--- src/rtl/sioreg_pkg.sv ---
`timescale 1ns / 1ps
// ----------------------------------------------------------------------------
// sioreg_pkg
// Types, port addresses and constants shared by the I/O register bank.
// ----------------------------------------------------------------------------
package sioreg_pkg;

	// bus access kind carried in the slave-side tuser
	typedef enum logic [0:0] {
		FUNC_READ  = 1'b0,
		FUNC_WRITE = 1'b1
	} func_t;

	// chip generations selected by the chip_model register
	localparam logic [1:0] CHIP_GEN1      = 2'd0;
	localparam logic [1:0] CHIP_GEN2      = 2'd1;
	localparam logic [1:0] CHIP_GEN2_REV2 = 2'd2;
	// spare code, decodes as second generation
	localparam logic [1:0] CHIP_SPARE     = 2'd3;

	// configuration register word index (paddr[2])
	localparam logic CFG_IDX_CHIP_MODEL = 1'b0;

	// I/O port addresses
	localparam logic [15:0] ADDR_DMA_SRC0  = 16'h0040;
	localparam logic [15:0] ADDR_DMA_SRC1  = 16'h0041;
	localparam logic [15:0] ADDR_DMA_SRC2  = 16'h0042;
	localparam logic [15:0] ADDR_DMA_TGT0  = 16'h0044;
	localparam logic [15:0] ADDR_DMA_TGT1  = 16'h0045;
	localparam logic [15:0] ADDR_DMA_LEN0  = 16'h0046;
	localparam logic [15:0] ADDR_DMA_LEN1  = 16'h0047;
	localparam logic [15:0] ADDR_DMA_CTRL  = 16'h0048;
	localparam logic [15:0] ADDR_POWER     = 16'h0062;
	localparam logic [15:0] ADDR_CART      = 16'h00a0;
	localparam logic [15:0] ADDR_IRQ_BASE  = 16'h00b0;
	localparam logic [15:0] ADDR_IRQ_EN    = 16'h00b2;
	localparam logic [15:0] ADDR_IRQ_STAT  = 16'h00b4;
	localparam logic [15:0] ADDR_KEYPAD    = 16'h00b5;
	localparam logic [15:0] ADDR_IRQ_ACK   = 16'h00b6;
	localparam logic [15:0] ADDR_NMI_CTRL  = 16'h00b7;

	// status bits that an acknowledge write may clear (edge-triggered sources)
	localparam logic [7:0] ACK_EDGE_MASK = 8'b1111_0010;

	// base masks per generation
	localparam logic [7:0] BASE_MASK_GEN1 = 8'hf8;
	localparam logic [7:0] BASE_MASK_GEN2 = 8'hfe;
	localparam logic [7:0] BASE_RD_GEN1   = 8'h03;

	typedef struct packed {
		logic [7:0]  irq_raise;
		logic [3:0]  key_lines;
		logic [7:0]  write_data;
		logic [15:0] address;
		func_t       func;
	} item_t;

	typedef struct packed {
		logic [7:0]  irq_base_out;
		logic [7:0]  irq_enabled;
		logic [7:0]  irq_pending;
		logic        dma_dir_out;
		logic [15:0] dma_length_out;
		logic [15:0] dma_target_out;
		logic [23:0] dma_source_out;
		logic        power_off;
		logic        dma_start;
		logic [7:0]  read_data;
	} result_t;

	localparam int unsigned IN_TDATA_W  = 40;
	localparam int unsigned OUT_TDATA_W = 96;
	localparam int unsigned RESULT_W    = $bits(result_t);

endpackage

--- src/rtl/sioreg_apb.sv ---
`timescale 1ns / 1ps
// ----------------------------------------------------------------------------
// sioreg_apb
// APB slave holding the chip model register.
// ----------------------------------------------------------------------------
module sioreg_apb (
	input  logic        clk,
	input  logic        arst_n,
	input  logic        psel,
	input  logic        penable,
	input  logic        pwrite,
	input  logic [2:0]  paddr,
	input  logic [31:0] pwdata,
	output logic [31:0] prdata,
	output logic        pready,
	output logic [1:0]  chip_model
);

	logic [1:0] chip_model_q;
	logic       wr_en;
	logic       hit;

	assign pready = 1'b1;
	assign hit    = (paddr[2] == sioreg_pkg::CFG_IDX_CHIP_MODEL);
	assign wr_en  = psel && penable && pwrite && pready && hit;

	always_ff @(posedge clk or negedge arst_n) begin
		if (!arst_n) begin
			chip_model_q <= sioreg_pkg::CHIP_GEN1;
		end else if (wr_en) begin
			chip_model_q <= pwdata[1:0];
		end
	end

	assign prdata     = hit ? {30'd0, chip_model_q} : 32'd0;
	assign chip_model = chip_model_q;

endmodule

--- src/rtl/sioreg_core.sv ---
`timescale 1ns / 1ps
// ----------------------------------------------------------------------------
// sioreg_core
// Port decode and register state; forms the result word of one access.
// ----------------------------------------------------------------------------
module sioreg_core (
	input  logic                clk,
	input  logic                arst_n,
	input  logic                commit,
	input  sioreg_pkg::item_t   item,
	input  logic [1:0]          chip_model,
	output sioreg_pkg::result_t result
);

	logic [23:0] dma_src_q, dma_src_n;
	logic [15:0] dma_tgt_q, dma_tgt_n;
	logic [15:0] dma_len_q, dma_len_n;
	logic        dma_dir_q, dma_dir_n;
	logic        dma_en_q, dma_en_n;
	logic        cart_en_q, cart_en_n;
	logic        cart_width_q, cart_width_n;
	logic        cart_wait_q, cart_wait_n;
	logic [7:0]  irq_base_q, irq_base_n;
	logic [7:0]  irq_en_q, irq_en_n;
	logic [7:0]  irq_stat_q, irq_stat_n;
	logic [2:0]  key_mtx_q, key_mtx_n;
	logic        nmi_lowbat_q, nmi_lowbat_n;
	logic [7:0]  rd;
	logic        start;
	logic        poff;
	logic        gen1;
	logic [7:0]  d;

	assign gen1 = (chip_model == sioreg_pkg::CHIP_GEN1);
	assign d    = item.write_data;

	always_comb begin
		dma_src_n    = dma_src_q;
		dma_tgt_n    = dma_tgt_q;
		dma_len_n    = dma_len_q;
		dma_dir_n    = dma_dir_q;
		dma_en_n     = dma_en_q;
		cart_en_n    = cart_en_q;
		cart_width_n = cart_width_q;
		cart_wait_n  = cart_wait_q;
		irq_base_n   = irq_base_q;
		irq_en_n     = irq_en_q;
		irq_stat_n   = irq_stat_q;
		key_mtx_n    = key_mtx_q;
		nmi_lowbat_n = nmi_lowbat_q;
		rd           = 8'd0;
		start        = 1'b0;
		poff         = 1'b0;
		if (item.func == sioreg_pkg::FUNC_WRITE) begin
			case (item.address)
				sioreg_pkg::ADDR_DMA_SRC0: dma_src_n[7:0]   = {d[7:1], 1'b0};
				sioreg_pkg::ADDR_DMA_SRC1: dma_src_n[15:8]  = d;
				sioreg_pkg::ADDR_DMA_SRC2: dma_src_n[23:16] = d;
				sioreg_pkg::ADDR_DMA_TGT0: dma_tgt_n[7:0]   = {d[7:1], 1'b0};
				sioreg_pkg::ADDR_DMA_TGT1: dma_tgt_n[15:8]  = d;
				sioreg_pkg::ADDR_DMA_LEN0: dma_len_n[7:0]   = {d[7:1], 1'b0};
				sioreg_pkg::ADDR_DMA_LEN1: dma_len_n[15:8]  = d;
				sioreg_pkg::ADDR_DMA_CTRL: begin
					dma_dir_n = d[6];
					dma_en_n  = d[7];
					start     = d[7];
				end
				sioreg_pkg::ADDR_POWER: poff = !gen1 && d[0];
				sioreg_pkg::ADDR_CART: begin
					// enable is sticky: set only, never cleared by software
					cart_en_n    = cart_en_q | d[0];
					cart_width_n = d[2];
					cart_wait_n  = d[3];
				end
				sioreg_pkg::ADDR_IRQ_BASE: irq_base_n = d & (gen1 ?
					sioreg_pkg::BASE_MASK_GEN1 : sioreg_pkg::BASE_MASK_GEN2);
				sioreg_pkg::ADDR_IRQ_EN:   irq_en_n   = d;
				sioreg_pkg::ADDR_KEYPAD:   key_mtx_n  = d[6:4];
				sioreg_pkg::ADDR_IRQ_ACK:  irq_stat_n = irq_stat_q &
					~(d & sioreg_pkg::ACK_EDGE_MASK);
				sioreg_pkg::ADDR_NMI_CTRL: nmi_lowbat_n = d[4];
				default: ;
			endcase
		end else begin
			case (item.address)
				sioreg_pkg::ADDR_DMA_SRC0: rd = dma_src_q[7:0];
				sioreg_pkg::ADDR_DMA_SRC1: rd = dma_src_q[15:8];
				sioreg_pkg::ADDR_DMA_SRC2: rd = dma_src_q[23:16];
				sioreg_pkg::ADDR_DMA_TGT0: rd = dma_tgt_q[7:0];
				sioreg_pkg::ADDR_DMA_TGT1: rd = dma_tgt_q[15:8];
				sioreg_pkg::ADDR_DMA_LEN0: rd = dma_len_q[7:0];
				sioreg_pkg::ADDR_DMA_LEN1: rd = dma_len_q[15:8];
				sioreg_pkg::ADDR_DMA_CTRL: rd = {dma_en_q, 6'd0, dma_dir_q};
				sioreg_pkg::ADDR_POWER:
					rd = {(chip_model == sioreg_pkg::CHIP_GEN2_REV2), 7'd0};
				sioreg_pkg::ADDR_CART:
					rd = {1'b1, 3'd0, cart_wait_q, cart_width_q, !gen1, cart_en_q};
				sioreg_pkg::ADDR_IRQ_BASE:
					rd = irq_base_q | (gen1 ? sioreg_pkg::BASE_RD_GEN1 : 8'd0);
				sioreg_pkg::ADDR_IRQ_EN:   rd = irq_en_q;
				sioreg_pkg::ADDR_IRQ_STAT: rd = irq_stat_q;
				sioreg_pkg::ADDR_KEYPAD:   rd = {1'b0, key_mtx_q, item.key_lines};
				sioreg_pkg::ADDR_NMI_CTRL: rd = {3'd0, nmi_lowbat_q, 4'd0};
				default: ;
			endcase
		end
		// raised lines land after the access, so they survive an acknowledge
		irq_stat_n = irq_stat_n | item.irq_raise;
	end

	always_ff @(posedge clk or negedge arst_n) begin
		if (!arst_n) begin
			dma_src_q    <= '0;
			dma_tgt_q    <= '0;
			dma_len_q    <= '0;
			dma_dir_q    <= 1'b0;
			dma_en_q     <= 1'b0;
			cart_en_q    <= 1'b0;
			cart_width_q <= 1'b0;
			cart_wait_q  <= 1'b0;
			irq_base_q   <= '0;
			irq_en_q     <= '0;
			irq_stat_q   <= '0;
			key_mtx_q    <= '0;
			nmi_lowbat_q <= 1'b0;
		end else if (commit) begin
			dma_src_q    <= dma_src_n;
			dma_tgt_q    <= dma_tgt_n;
			dma_len_q    <= dma_len_n;
			dma_dir_q    <= dma_dir_n;
			dma_en_q     <= dma_en_n;
			cart_en_q    <= cart_en_n;
			cart_width_q <= cart_width_n;
			cart_wait_q  <= cart_wait_n;
			irq_base_q   <= irq_base_n;
			irq_en_q     <= irq_en_n;
			irq_stat_q   <= irq_stat_n;
			key_mtx_q    <= key_mtx_n;
			nmi_lowbat_q <= nmi_lowbat_n;
		end
	end

	always_comb begin
		result.read_data      = rd;
		result.dma_start      = start;
		result.power_off      = poff;
		result.dma_source_out = dma_src_n;
		result.dma_target_out = dma_tgt_n;
		result.dma_length_out = dma_len_n;
		result.dma_dir_out    = dma_dir_n;
		result.irq_pending    = irq_stat_n;
		result.irq_enabled    = irq_en_n;
		result.irq_base_out   = irq_base_n;
	end

	// state moves only when a word is committed
	a_hold_idle: assert property (@(posedge clk) disable iff (!arst_n)
		!commit |=> $stable({dma_src_q, dma_tgt_q, dma_len_q, irq_stat_q, irq_en_q,
			irq_base_q, cart_en_q, key_mtx_q}))
		else $error("register state changed without a committed access");

	a_cart_sticky: assert property (@(posedge clk) disable iff (!arst_n)
		cart_en_q |=> cart_en_q)
		else $error("cartridge enable cleared");

	a_start_enable: assert property (@(posedge clk) disable iff (!arst_n)
		commit && result.dma_start |=> dma_en_q)
		else $error("dma start without enable stored");

	a_poff_gen: assert property (@(posedge clk) disable iff (!arst_n)
		result.power_off |-> !gen1 && item.func == sioreg_pkg::FUNC_WRITE)
		else $error("power-off pulse on first-generation chip or read");

	a_even_addr: assert property (@(posedge clk) disable iff (!arst_n)
		!dma_src_q[0] && !dma_tgt_q[0] && !dma_len_q[0] && !irq_base_q[0])
		else $error("dma address, length or base bit 0 set");

endmodule

--- src/rtl/soc_io_register_bank_unit.sv ---
`timescale 1ns / 1ps
// ----------------------------------------------------------------------------
// soc_io_register_bank_unit
// Byte-wide I/O register bank: one bus access per word in, one result out.
// ----------------------------------------------------------------------------
// Each slave-side word is one port access (tuser: read or write). The word
// is taken into an input register; as it advances, the port decode reads
// and updates the register state and the result goes to the output
// register, from which the master side presents it.
// Throughput: one access per cycle unless the master side stalls, set by
// the single decode and update step between input and output registers.
// While the master side is stalled, the output register holds its word; the
// input register may still take one more word, then tready drops until the
// output drains. State is committed only as a word moves into the output
// register, so accesses take effect strictly in order. Reset clears all
// bank registers, the chip model (first generation) and both valid flags;
// the user writes the chip model over APB only while idle (not enforced).
// ----------------------------------------------------------------------------
module soc_io_register_bank_unit (
	input  logic        clk,
	input  logic        arst_n,
	// slave side
	input  logic        s_axis_tvalid,
	output logic        s_axis_tready,
	// address[15:0], write_data[23:16], key_lines[27:24], irq_raise[35:28]
	input  logic [sioreg_pkg::IN_TDATA_W-1:0]  s_axis_tdata,
	// func[0]
	input  logic [0:0]  s_axis_tuser,
	// master side
	output logic        m_axis_tvalid,
	input  logic        m_axis_tready,
	// read_data[7:0], dma_start[8], power_off[9], dma_source_out[33:10],
	// dma_target_out[49:34], dma_length_out[65:50], dma_dir_out[66],
	// irq_pending[74:67], irq_enabled[82:75], irq_base_out[90:83]
	output logic [sioreg_pkg::OUT_TDATA_W-1:0] m_axis_tdata,
	// configuration
	input  logic        psel,
	input  logic        penable,
	input  logic        pwrite,
	input  logic [2:0]  paddr,
	input  logic [31:0] pwdata,
	output logic [31:0] prdata,
	output logic        pready
);

	sioreg_pkg::item_t   item_s1;
	logic                valid_s1;
	sioreg_pkg::result_t res_s2;
	sioreg_pkg::result_t res_comb;
	logic                valid_s2;
	logic                advance;
	logic [1:0]          chip_model;

	assign advance       = valid_s1 && (!valid_s2 || m_axis_tready);
	assign s_axis_tready = !valid_s1 || advance;

	always_ff @(posedge clk or negedge arst_n) begin
		if (!arst_n) begin
			valid_s1 <= 1'b0;
		end else if (s_axis_tready) begin
			valid_s1 <= s_axis_tvalid;
		end
	end

	always_ff @(posedge clk) begin
		if (s_axis_tready && s_axis_tvalid) begin
			item_s1.func       <= sioreg_pkg::func_t'(s_axis_tuser[0]);
			item_s1.address    <= s_axis_tdata[15:0];
			item_s1.write_data <= s_axis_tdata[23:16];
			item_s1.key_lines  <= s_axis_tdata[27:24];
			item_s1.irq_raise  <= s_axis_tdata[35:28];
		end
	end

	sioreg_apb u_apb (
		.clk        (clk),
		.arst_n     (arst_n),
		.psel       (psel),
		.penable    (penable),
		.pwrite     (pwrite),
		.paddr      (paddr),
		.pwdata     (pwdata),
		.prdata     (prdata),
		.pready     (pready),
		.chip_model (chip_model)
	);

	sioreg_core u_core (
		.clk        (clk),
		.arst_n     (arst_n),
		.commit     (advance),
		.item       (item_s1),
		.chip_model (chip_model),
		.result     (res_comb)
	);

	always_ff @(posedge clk or negedge arst_n) begin
		if (!arst_n) begin
			valid_s2 <= 1'b0;
		end else if (advance) begin
			valid_s2 <= 1'b1;
		end else if (m_axis_tready) begin
			valid_s2 <= 1'b0;
		end
	end

	// hold the result word until the master side takes it
	always_ff @(posedge clk) begin
		if (advance) begin
			res_s2 <= res_comb;
		end
	end

	assign m_axis_tvalid = valid_s2;
	assign m_axis_tdata  = {
		(sioreg_pkg::OUT_TDATA_W - sioreg_pkg::RESULT_W)'(0),
		res_s2
	};

endmodule
--- config.mk ---
export PLATFORM = sky130hd
export DESIGN_NAME = soc_io_register_bank_unit
export DESIGN_NICKNAME = d
export VERILOG_FILES = /design/src/rtl/sioreg_pkg.sv /design/src/rtl/sioreg_apb.sv /design/src/rtl/sioreg_core.sv /design/src/rtl/soc_io_register_bank_unit.sv
export SDC_FILE = /design/constraint.sdc
export NUM_CORES = 1
export LEC_CHECK = 0
export BUFFER_PORTS_ARGS = -buffer_cell sky130_fd_sc_hd__buf_2
export CORE_MARGIN = 10
export CORE_UTILIZATION = 35
export DETAILED_ROUTE_END_ITERATION = 7
export HOLD_SLACK_MARGIN = 0.02
export PLACE_DENSITY = 0.56
export SYNTH_ARGS = -nofsm -noshare
export SYNTH_HDL_FRONTEND = slang
export SYNTH_SLANG_ARGS = --single-unit
--- constraint.sdc ---
create_clock -name clk -period 8.1 [get_ports clk]
set_clock_uncertainty 0.2 [all_clocks]
set_input_delay 0.405 -clock clk [delete_from_list [all_inputs] [get_ports clk]]
set_output_delay 0.405 -clock clk [all_outputs]
set_load 0.01 [all_outputs]
==> report_table.html, run 1 <==
<table>
<tr><th>Metric</th><th>Value</th></tr>
<tr><th colspan="2">Run status</th></tr>
<tr><td>Outcome</td><td>finished, final reports clean</td></tr>
<tr><th colspan="2">Hold path</th></tr>
<tr><td>Min-delay worst type</td><td>input pin to register</td></tr>
<tr><th colspan="2">Worst setup path</th></tr>
<tr><td>Kind of capture point of the worst setup path</td><td>register</td></tr>
<tr><td>Critical Path Sink</td><td>u_core.dma_src_q[18]</td></tr>
<tr><td>Required time at the worst-slack endpoint</td><td>8.30 ns</td></tr>
<tr><td>Sort of element at the start of the critical path</td><td>input pin</td></tr>
<tr><td>Launch point of the worst reg-to-reg path</td><td>item_s1[3]</td></tr>
<tr><td>Setup Crit Path Kind</td><td>input pin to register</td></tr>
<tr><td>Worst Reg-to-Reg Cells</td><td>4</td></tr>
<tr><td>Worst reg2reg endpoint</td><td>u_core.dma_tgt_q[5]</td></tr>
<tr><td>Arrival time at the worst endpoint</td><td>3.83 ns</td></tr>
<tr><td>FF-to-FF setup slack</td><td>4.51 ns</td></tr>
<tr><td>Crit. Startpoint</td><td>m_axis_tready</td></tr>
<tr><td>Maximum fanout along the worst path</td><td>56</td></tr>
<tr><th colspan="2">Global routing</th></tr>
<tr><td>Wire length of the first global-routing pass</td><td>41900 um</td></tr>
<tr><td>Grt ovf</td><td>0</td></tr>
<tr><td>Number of global-route vias before repair</td><td>roughly 6600</td></tr>
<tr><td>Pin count of the biggest net entering global routing</td><td>slightly below 60</td></tr>
<tr><td>Antenna violations before repair</td><td>0</td></tr>
<tr><td>Total global-route track usage</td><td>15.1%</td></tr>
<tr><th colspan="2">Synth</th></tr>
<tr><td>Library cell with the largest summed area after synthesis</td><td>sky130_fd_sc_hd__edfxtp_1</td></tr>
<tr><td>Syn_area_per_cell</td><td>14.5 um^2</td></tr>
<tr><td>Area contributors post-synth</td><td>sky130_fd_sc_hd__edfxtp_1 (38%), sky130_fd_sc_hd__dfrtp_1 (23%), sky130_fd_sc_hd__mux2_2 (12%)</td></tr>
<tr><td>Count of synthesis-stage warnings from yosys</td><td>0</td></tr>
<tr><td>Share of flip-flops with an asynchronous set or reset</td><td>between 40% and 50%</td></tr>
<tr><td>Sequential-to-total area share from yosys stat</td><td>approximately three fifths</td></tr>
<tr><td>Library cells used by synthesis</td><td>68</td></tr>
<tr><td>Main synth FF type</td><td>sky130_fd_sc_hd__edfxtp_1</td></tr>
<tr><td>Post-synthesis sequential element count</td><td>221</td></tr>
<tr><td>Portion of synthesized cell area occupied by the leading cell type</td><td>between 30% and 40%</td></tr>
<tr><td>Number of enable-type register cells in the synthesized netlist</td><td>around 130</td></tr>
<tr><td>Cell count after synthesis</td><td>689</td></tr>
<tr><td>Netlist area before placement</td><td>0.0100 mm^2</td></tr>
<tr><th colspan="2">Floorplanning</th></tr>
<tr><td>Number of rows created at floorplan</td><td>between 60 and 70</td></tr>
<tr><td>Initial Utilization</td><td>35.7%</td></tr>
<tr><td>Core region area</td><td>0.0280 mm^2</td></tr>
<tr><td>Area enclosed by the die boundary</td><td>0.0358 mm^2</td></tr>
<tr><td>Horizontal extent of the die</td><td>189 um</td></tr>
<tr><td>Vertical die dimension</td><td>approximately 190 um</td></tr>
<tr><td>Top-level I/O count</td><td>between 200 and 250</td></tr>
<tr><th colspan="2">Layout</th></tr>
<tr><td>Filler Cells Inserted</td><td>2641</td></tr>
<tr><td>Antenna Diode Count</td><td>0</td></tr>
<tr><td>Area added between synthesis and finish</td><td>20.9%</td></tr>
<tr><td>Fraction of layout cells with a size suffix above 1</td><td>35.9%</td></tr>
<tr><td>Non-Filler Cell Area, Final</td><td>0.0121 mm^2</td></tr>
<tr><td>Fin util</td><td>43.2%</td></tr>
<tr><td>Total Nets Final</td><td>~940</td></tr>
<tr><th colspan="2">Route</th></tr>
<tr><td>Overall routed net length</td><td>27600 um</td></tr>
<tr><td>Number of DRC markers after the initial detailed-route iteration</td><td>499</td></tr>
<tr><td>Number of nets with antenna violations after detailed routing</td><td>0</td></tr>
<tr><td>DRC Markers</td><td>0</td></tr>
<tr><td>First-pass iteration count of the detailed router</td><td>5</td></tr>
<tr><td>Via density per instance</td><td>5.06</td></tr>
<tr><td>Via count</td><td>6356</td></tr>
<tr><td>Routed WL per cell</td><td>about 22 um</td></tr>
<tr><th colspan="2">Timing</th></tr>
<tr><td>Setup TNS</td><td>0 ns</td></tr>
<tr><td>Pin slew with the least headroom to its limit</td><td>approximately 1.1 ns</td></tr>
<tr><td>Max-Slew Margin vs Limit</td><td>29.8%</td></tr>
<tr><td>Final number of max-transition violations</td><td>0</td></tr>
<tr><td>Final period utilization</td><td>roughly 45%</td></tr>
<tr><td>Fin Hold WS</td><td>slightly above 0.1 ns</td></tr>
<tr><td>Min cycle time layout</td><td>roughly 3.6 ns</td></tr>
<tr><td>Final setup vio count</td><td>0</td></tr>
<tr><td>Number of failing hold endpoints at the final stage</td><td>0</td></tr>
<tr><td>Max Clock Freq</td><td>around 280 MHz</td></tr>
<tr><td>RSZ-0062 raised after global routing</td><td>no</td></tr>
<tr><th colspan="2">CTS</th></tr>
<tr><td>TritonCTS Buffers</td><td>24</td></tr>
<tr><td>Number of levels the H-tree was split into</td><td>1</td></tr>
<tr><td>Longest Clk Path Bufs</td><td>3</td></tr>
<tr><td>Clock root buffer master</td><td>sky130_fd_sc_hd__clkbuf_16</td></tr>
<tr><td>CTS tree</td><td>done</td></tr>
<tr><td>Sink count of the clock tree</td><td>221</td></tr>
<tr><td>Source-to-sink clock delay at the later pin of the worst-skew pair</td><td>0.52 ns</td></tr>
<tr><td>Clk slew on worst S/H paths</td><td>0.06 ns</td></tr>
<tr><th colspan="2">Placed design</th></tr>
<tr><td>Number of port buffers</td><td>approximately 140</td></tr>
<tr><td>Detail Placement HPWL</td><td>about 19000 um</td></tr>
<tr><td>Area after detailed placement</td><td>0.0109 mm^2</td></tr>
<tr><td>Final estimated routing congestion in global placement</td><td>0.860</td></tr>
<tr><th colspan="2">Power and ir drop</th></tr>
<tr><td>Power per cell area</td><td>205 mW/mm^2</td></tr>
<tr><td>Leak pwr</td><td>5.07 nW</td></tr>
<tr><td>Worst IR Drop VDD</td><td>approximately 0.13 mV</td></tr>
<tr><th colspan="2">Flow run</th></tr>
<tr><td>Max-cap violations</td><td>0</td></tr>
</table>
[metrics by stage]
step	worst slack, ns	total power [mW]	cells
2_1_floorplan	3.49	1.37	723
3_3_place_gp	4.43	1.44	1170
3_5_place_dp	4.39	1.44	1170
4_1_cts	4.39	2.52	1257
5_1_grt	4.23	2.59	1257
6_report	4.47	2.49	1257
[worst max-delay path: stages]
cell	delay (ns)
sky130_fd_sc_hd__dlygate4sd3_1	0.52
sky130_fd_sc_hd__buf_2	0.10
sky130_fd_sc_hd__nand2b_1	0.11
sky130_fd_sc_hd__nand2_1	0.41
sky130_fd_sc_hd__inv_4	0.66
sky130_fd_sc_hd__buf_4	0.68
sky130_fd_sc_hd__and2_1	0.53
sky130_fd_sc_hd__mux2_1	0.37
[where the power goes]
part,leakage [nW],switching [mW],internal (mW)
registers,2.49,0.0419,1.24
clock network,0.367,0.441,0.614
logic,2.22,0.0944,0.0541
total,5.07,0.577,1.91
[synth_stat cells, drive strengths merged, types with 6 or more instances]
cell type	n
a21o	9
a22o	9
a22oi	11
a31oi	12
and2	9
and3	15
buf	54
clkbuf	24
dfrtp	93
edfxtp	128
mux2	144
nand2	27
nand3	12
nand4	6
nor2	19
nor2b	10
nor3	9
nor4	12
o21ai	10
[registers in the layout, indices dropped and copies added (netlist names)]
name                 cells
item_s1                 37
u_core.dma_len_q        16
u_core.dma_tgt_q        16
u_apb.chip_model         2
u_core.key_mtx_q         3
u_core.cart_width_q      1
u_core.dma_dir_q         1
m_axis_tvalid            1
u_core.irq_base_q        8
u_core.dma_en_q          1
u_core.nmi_lowbat_q      1
u_core.cart_wait_q       1
u_core.cart_en_q         1
valid_s1                 1
u_core.irq_en_q          8
u_core.dma_src_q        24
m_axis_tdata            91
u_core.irq_stat_q        8
[area by class of cell]
| cell class | instances | area [um^2] | share of cell area, % |
|---|---|---|---|
| clock buffers | 32 | 672 | 5.55 |
| clock inverters | 12 | 91.3 | 0.755 |
| inverters | 3 | 13.8 | 0.114 |
| multi-input cells | 421 | 3500 | 28.9 |
| flip-flops and latches | 221 | 6170 | 51.0 |
| well taps | 378 | 473 | 3.91 |
| repair buffers | 190 | 1180 | 9.78 |
[per-layer routing]
layer / up-vias / track usage, % / share of wire (%)
li1: 2902 / - / -
met1: 3207 / 20.5 / 44
met2: 214 / 24.0 / 47
met3: 33 / 3.31 / 6.8
met4: 0 / 3.63 / 1.6
met5: - / 0 / 0
[repair_timing]
| action | in CTS | in global routing |
|---|---|---|
| resized for setup | 0 | 0 |
| hold endpoints to repair | 77 | 0 |
| setup endpoints to repair | 0 | 0 |
| buffers inserted | 0 | 0 |
| hold buffers | 43 | 0 |
[worst min-delay path by stage]
stage          cells after the start  startpoint              endpoint
4_1_cts                            3     penable   u_apb.chip_model[1]
3_5_place_dp                       1      arst_n   u_core.dma_src_q[9]
2_1_floorplan                      0      arst_n         m_axis_tvalid
5_1_grt                            3     penable   u_apb.chip_model[1]
6_report                           3     penable   u_apb.chip_model[1]
3_3_place_gp                       1      arst_n  u_core.dma_src_q[13]
[logic make-up (layout without fill, tap and decap cells)]
family | after synthesis | in the layout | share of synthesized area, %
DFF | 221 | 221 | 61.7
muxes | 146 | 146 | 16.4
other | 2 | 36 | 0.0750
and+or+nand+nor | 158 | 158 | 10.7
buffers and inverters | 81 | 237 | 5.04
AOI/OAI and AO/OA | 81 | 81 | 6.14
[layout by cell type, fill, tap and decap left out, types with 12 or more instances in the layout]
cell type                         n
sky130_fd_sc_hd__a31oi_1         12
sky130_fd_sc_hd__and3_1          15
sky130_fd_sc_hd__buf_2          140
sky130_fd_sc_hd__clkbuf_16       25
sky130_fd_sc_hd__conb_1          36
sky130_fd_sc_hd__dfrtp_1         93
sky130_fd_sc_hd__dlygate4sd3_1   43
sky130_fd_sc_hd__edfxtp_1       128
sky130_fd_sc_hd__mux2_1          40
sky130_fd_sc_hd__mux2_2         104
sky130_fd_sc_hd__nand2_1         27
sky130_fd_sc_hd__nor2_1          15
No activity file was read; power rests on OpenSTA's default activity.
==> run 2: changes to the inputs <==
==> constraint.sdc (replaced) <==
create_clock -name clk -period 3.55 [get_ports clk]
set_clock_uncertainty 0.2 [all_clocks]
set_input_delay 0.1775 -clock clk [delete_from_list [all_inputs] [get_ports clk]]
set_output_delay 0.1775 -clock clk [all_outputs]
set_load 0.01 [all_outputs]
==> run 2 against run 1 <==
Combinational power rose by 140%. Setup slack got worse by 4.0 ns. Total power rose by 130%. Clock-buffer cell count fell by 3. Critical path type is now register to register.
==> report_table.html, run 2 (synthesis gave the netlist of run 1 again) <==
<table>
<tr><th>Metric</th><th>Value</th></tr>
<tr><th colspan="2">CTS</th></tr>
<tr><td>Clock root buffer master</td><td>sky130_fd_sc_hd__clkbuf_16</td></tr>
<tr><td>Post-cts gate resize count</td><td>0</td></tr>
<tr><td>Number of levels the H-tree was split into</td><td>1</td></tr>
<tr><td>Clk slew on worst S/H paths</td><td>0.06 ns</td></tr>
<tr><td>TritonCTS Buffers</td><td>24</td></tr>
<tr><td>CTS tree</td><td>done</td></tr>
<tr><td>Hold Buf Count CTS</td><td>47</td></tr>
<tr><td>Longest Clk Path Bufs</td><td>3</td></tr>
<tr><td>Sink count of the clock tree</td><td>221</td></tr>
<tr><td>Source-to-sink clock delay at the later pin of the worst-skew pair</td><td>0.51 ns</td></tr>
<tr><td>Buffer count from post-CTS setup fixing</td><td>0</td></tr>
<tr><th colspan="2">Placed design</th></tr>
<tr><td>Area after detailed placement</td><td>roughly 0.011 mm^2</td></tr>
<tr><td>Post-Place Worst Slack</td><td>0.517 ns</td></tr>
<tr><td>Detail Placement HPWL</td><td>around 20000 um</td></tr>
<tr><td>Placed instance count</td><td>1195</td></tr>
<tr><td>Final estimated routing congestion in global placement</td><td>around 0.87</td></tr>
<tr><td>Number of port buffers</td><td>between 100 and 150</td></tr>
<tr><th colspan="2">Floorplanning</th></tr>
<tr><td>Area enclosed by the die boundary</td><td>0.0358 mm^2</td></tr>
<tr><td>Top-level I/O count</td><td>between 200 and 250</td></tr>
<tr><td>Number of rows created at floorplan</td><td>61</td></tr>
<tr><td>Horizontal extent of the die</td><td>189 um</td></tr>
<tr><td>Vertical die dimension</td><td>189 um</td></tr>
<tr><td>Initial Utilization</td><td>35.7%</td></tr>
<tr><td>Core region area</td><td>0.0280 mm^2</td></tr>
<tr><th colspan="2">Layout</th></tr>
<tr><td>Area added between synthesis and finish</td><td>23.4%</td></tr>
<tr><td>Most frequent cells in the layout</td><td>sky130_fd_sc_hd__buf_2 (140), sky130_fd_sc_hd__edfxtp_1 (128), sky130_fd_sc_hd__mux2_2 (104), sky130_fd_sc_hd__dfrtp_1 (93), sky130_fd_sc_hd__dlygate4sd3_1 (46)</td></tr>
<tr><td>Antenna Diode Count</td><td>0</td></tr>
<tr><td>Max FFs per register</td><td>91</td></tr>
<tr><td>Commonest non-fill, non-tap cell in the layout</td><td>sky130_fd_sc_hd__buf_2</td></tr>
<tr><td>Non-Filler Cell Area, Final</td><td>approximately 0.012 mm^2</td></tr>
<tr><td>Filler Cells Inserted</td><td>about 2600</td></tr>
<tr><td>Total Nets Final</td><td>just under 1000</td></tr>
<tr><td>Non-filler cells in the finished layout</td><td>1285</td></tr>
<tr><td>Fraction of layout cells with a size suffix above 1</td><td>between 30% and 40%</td></tr>
<tr><th colspan="2">Route</th></tr>
<tr><td>DR top layer</td><td>met4</td></tr>
<tr><td>Overall routed net length</td><td>between 20000 and 30000 um</td></tr>
<tr><td>Length of routed wiring on met1</td><td>approximately 13000 um</td></tr>
<tr><td>Routed WL per cell</td><td>21.8 um</td></tr>
<tr><td>Number of DRC markers after the initial detailed-route iteration</td><td>582</td></tr>
<tr><td>Length of routed met2 wiring</td><td>around 13000 um</td></tr>
<tr><td>Via density per instance</td><td>around 5</td></tr>
<tr><td>DRC Markers</td><td>0</td></tr>
<tr><td>First-pass iteration count of the detailed router</td><td>5</td></tr>
<tr><td>Number of nets with antenna violations after detailed routing</td><td>0</td></tr>
<tr><td>Met3 layer wire length in the routed design</td><td>1770 um</td></tr>
<tr><td>Via count</td><td>6478</td></tr>
<tr><th colspan="2">Power and ir drop</th></tr>
<tr><td>Int Pwr</td><td>4.49 mW</td></tr>
<tr><td>Power per cell area</td><td>470 mW/mm^2</td></tr>
<tr><td>Gate power share</td><td>between 6 and 7%</td></tr>
<tr><td>Clock network fraction of total power</td><td>a little over two fifths</td></tr>
<tr><td>Sw Ratio</td><td>22.6%</td></tr>
<tr><td>Switching component of the power</td><td>1.31 mW</td></tr>
<tr><td>Worst IR Drop VDD</td><td>0.280 mV</td></tr>
<tr><td>Sequential share of power</td><td>50.3%</td></tr>
<tr><td>Leak pwr</td><td>5.23 nW</td></tr>
<tr><th colspan="2">Worst setup path</th></tr>
<tr><td>Maximum fanout along the worst path</td><td>25</td></tr>
<tr><td>Required time at the worst-slack endpoint</td><td>3.65 ns</td></tr>
<tr><td>Arrival time at the worst endpoint</td><td>3.17 ns</td></tr>
<tr><td>Kind of capture point of the worst setup path</td><td>register</td></tr>
<tr><td>Setup Crit Path Kind</td><td>register to register</td></tr>
<tr><td>Sort of element at the start of the critical path</td><td>register</td></tr>
<tr><td>FF-to-FF setup slack</td><td>0.48 ns</td></tr>
<tr><th colspan="2">Global routing</th></tr>
<tr><td>Total global-route track usage</td><td>about 15%</td></tr>
<tr><td>Pin count of the biggest net entering global routing</td><td>39</td></tr>
<tr><td>Antenna violations before repair</td><td>0</td></tr>
<tr><td>Grt ovf</td><td>0</td></tr>
<tr><td>Number of global-route vias before repair</td><td>slightly below 7000</td></tr>
<tr><td>Wire length of the first global-routing pass</td><td>43100 um</td></tr>
<tr><th colspan="2">Timing</th></tr>
<tr><td>Pin slew with the least headroom to its limit</td><td>about 0.94 ns</td></tr>
<tr><td>Fin worst setup slack</td><td>0.480 ns</td></tr>
<tr><td>Max-Slew Margin vs Limit</td><td>a little under two fifths</td></tr>
<tr><td>Min cycle time layout</td><td>about 3.1 ns</td></tr>
<tr><td>Number of failing hold endpoints at the final stage</td><td>0</td></tr>
<tr><td>Final period utilization</td><td>86.5%</td></tr>
<tr><td>Final setup vio count</td><td>0</td></tr>
<tr><td>RSZ-0062 raised after global routing</td><td>no</td></tr>
<tr><td>Final number of max-transition violations</td><td>0</td></tr>
<tr><td>Setup TNS</td><td>0 ns</td></tr>
<tr><td>Max Clock Freq</td><td>roughly 330 MHz</td></tr>
<tr><th colspan="2">Run status</th></tr>
<tr><td>Outcome</td><td>finished, final reports clean</td></tr>
<tr><th colspan="2">Hold path</th></tr>
<tr><td>Min-delay worst type</td><td>input pin to register</td></tr>
<tr><th colspan="2">Flow run</th></tr>
<tr><td>Max-cap violations</td><td>0</td></tr>
</table>
## run 2: cell count changes in the layout (fill, tap and decap cells not counted), moves of 2 or more
cell / change
sky130_fd_sc_hd__clkinv_4: -2
sky130_fd_sc_hd__bufinv_16: +2
sky130_fd_sc_hd__dlygate4sd3_1: +3
sky130_fd_sc_hd__buf_4: +25
sky130_fd_sc_hd__clkbuf_1: -2
## run 2: path summary, 6_finish.rpt
| check | endpoint | startpoint | cells after the start |
|---|---|---|---|
| worst max-delay path | m_axis_tdata[0] | item_s1[1] | 6 |
| worst min register to register | u_core.cart_en_q | u_core.cart_en_q | 1 |
| worst min-delay path | item_s1[11] | s_axis_tdata[10] | 2 |
| min in group asynchronous | u_core.irq_stat_q[4] | arst_n | 4 |
| worst max register to register | m_axis_tdata[0] | item_s1[1] | 6 |
| max in group asynchronous | u_core.dma_src_q[19] | arst_n | 4 |
## run 2: final cells by class
| cell class | instances | area [um^2] | share of cell area [%] |
|---|---|---|---|
| flip-flops and latches | 221 | 6170 | 50.0 |
| clock buffers | 29 | 651 | 5.27 |
| repair buffers | 219 | 1420 | 11.5 |
| clock inverters | 14 | 146 | 1.19 |
| inverters | 3 | 13.8 | 0.111 |
| multi-input cells | 421 | 3470 | 28.1 |
| well taps | 378 | 473 | 3.83 |
## run 2: per-layer routing
layer,vias up,global-route usage [%]
li1,2969,-
met1,3262,21.1
met2,214,24.5
met3,33,3.25
met4,0,3.27
met5,-,0
## run 2: power groups by stage
stage,logic (mW),registers [mW],clock network [mW]
floorplan,0.173,2.95,0
global placement,0.323,2.97,0
detailed placement,0.324,2.97,0
CTS,0.373,2.92,2.58
global route,0.402,2.93,2.68
finish,0.365,2.92,2.52
## run 2: critical path, stage by stage, from the launching register on
cell and delay, ns:
sky130_fd_sc_hd__edfxtp_1 0.77, sky130_fd_sc_hd__nor4b_1 0.62, sky130_fd_sc_hd__buf_4 0.24, sky130_fd_sc_hd__o211a_1 0.17, sky130_fd_sc_hd__nor4_1 0.06, sky130_fd_sc_hd__a311o_1 0.43, sky130_fd_sc_hd__a31oi_1 0.35
## run 2: metrics by stage
stage | utilization [%] | hold WS (ns) | power (mW)
after floorplan | - | -0.318 | 3.13
after global placement | 39.5 | -0.0781 | 3.29
after detailed placement | 39.5 | -0.0769 | 3.29
after CTS | 44.1 | 0.149 | 5.87
after global routing | 44.1 | 0.172 | 6.02
final | 44.1 | 0.171 | 5.80
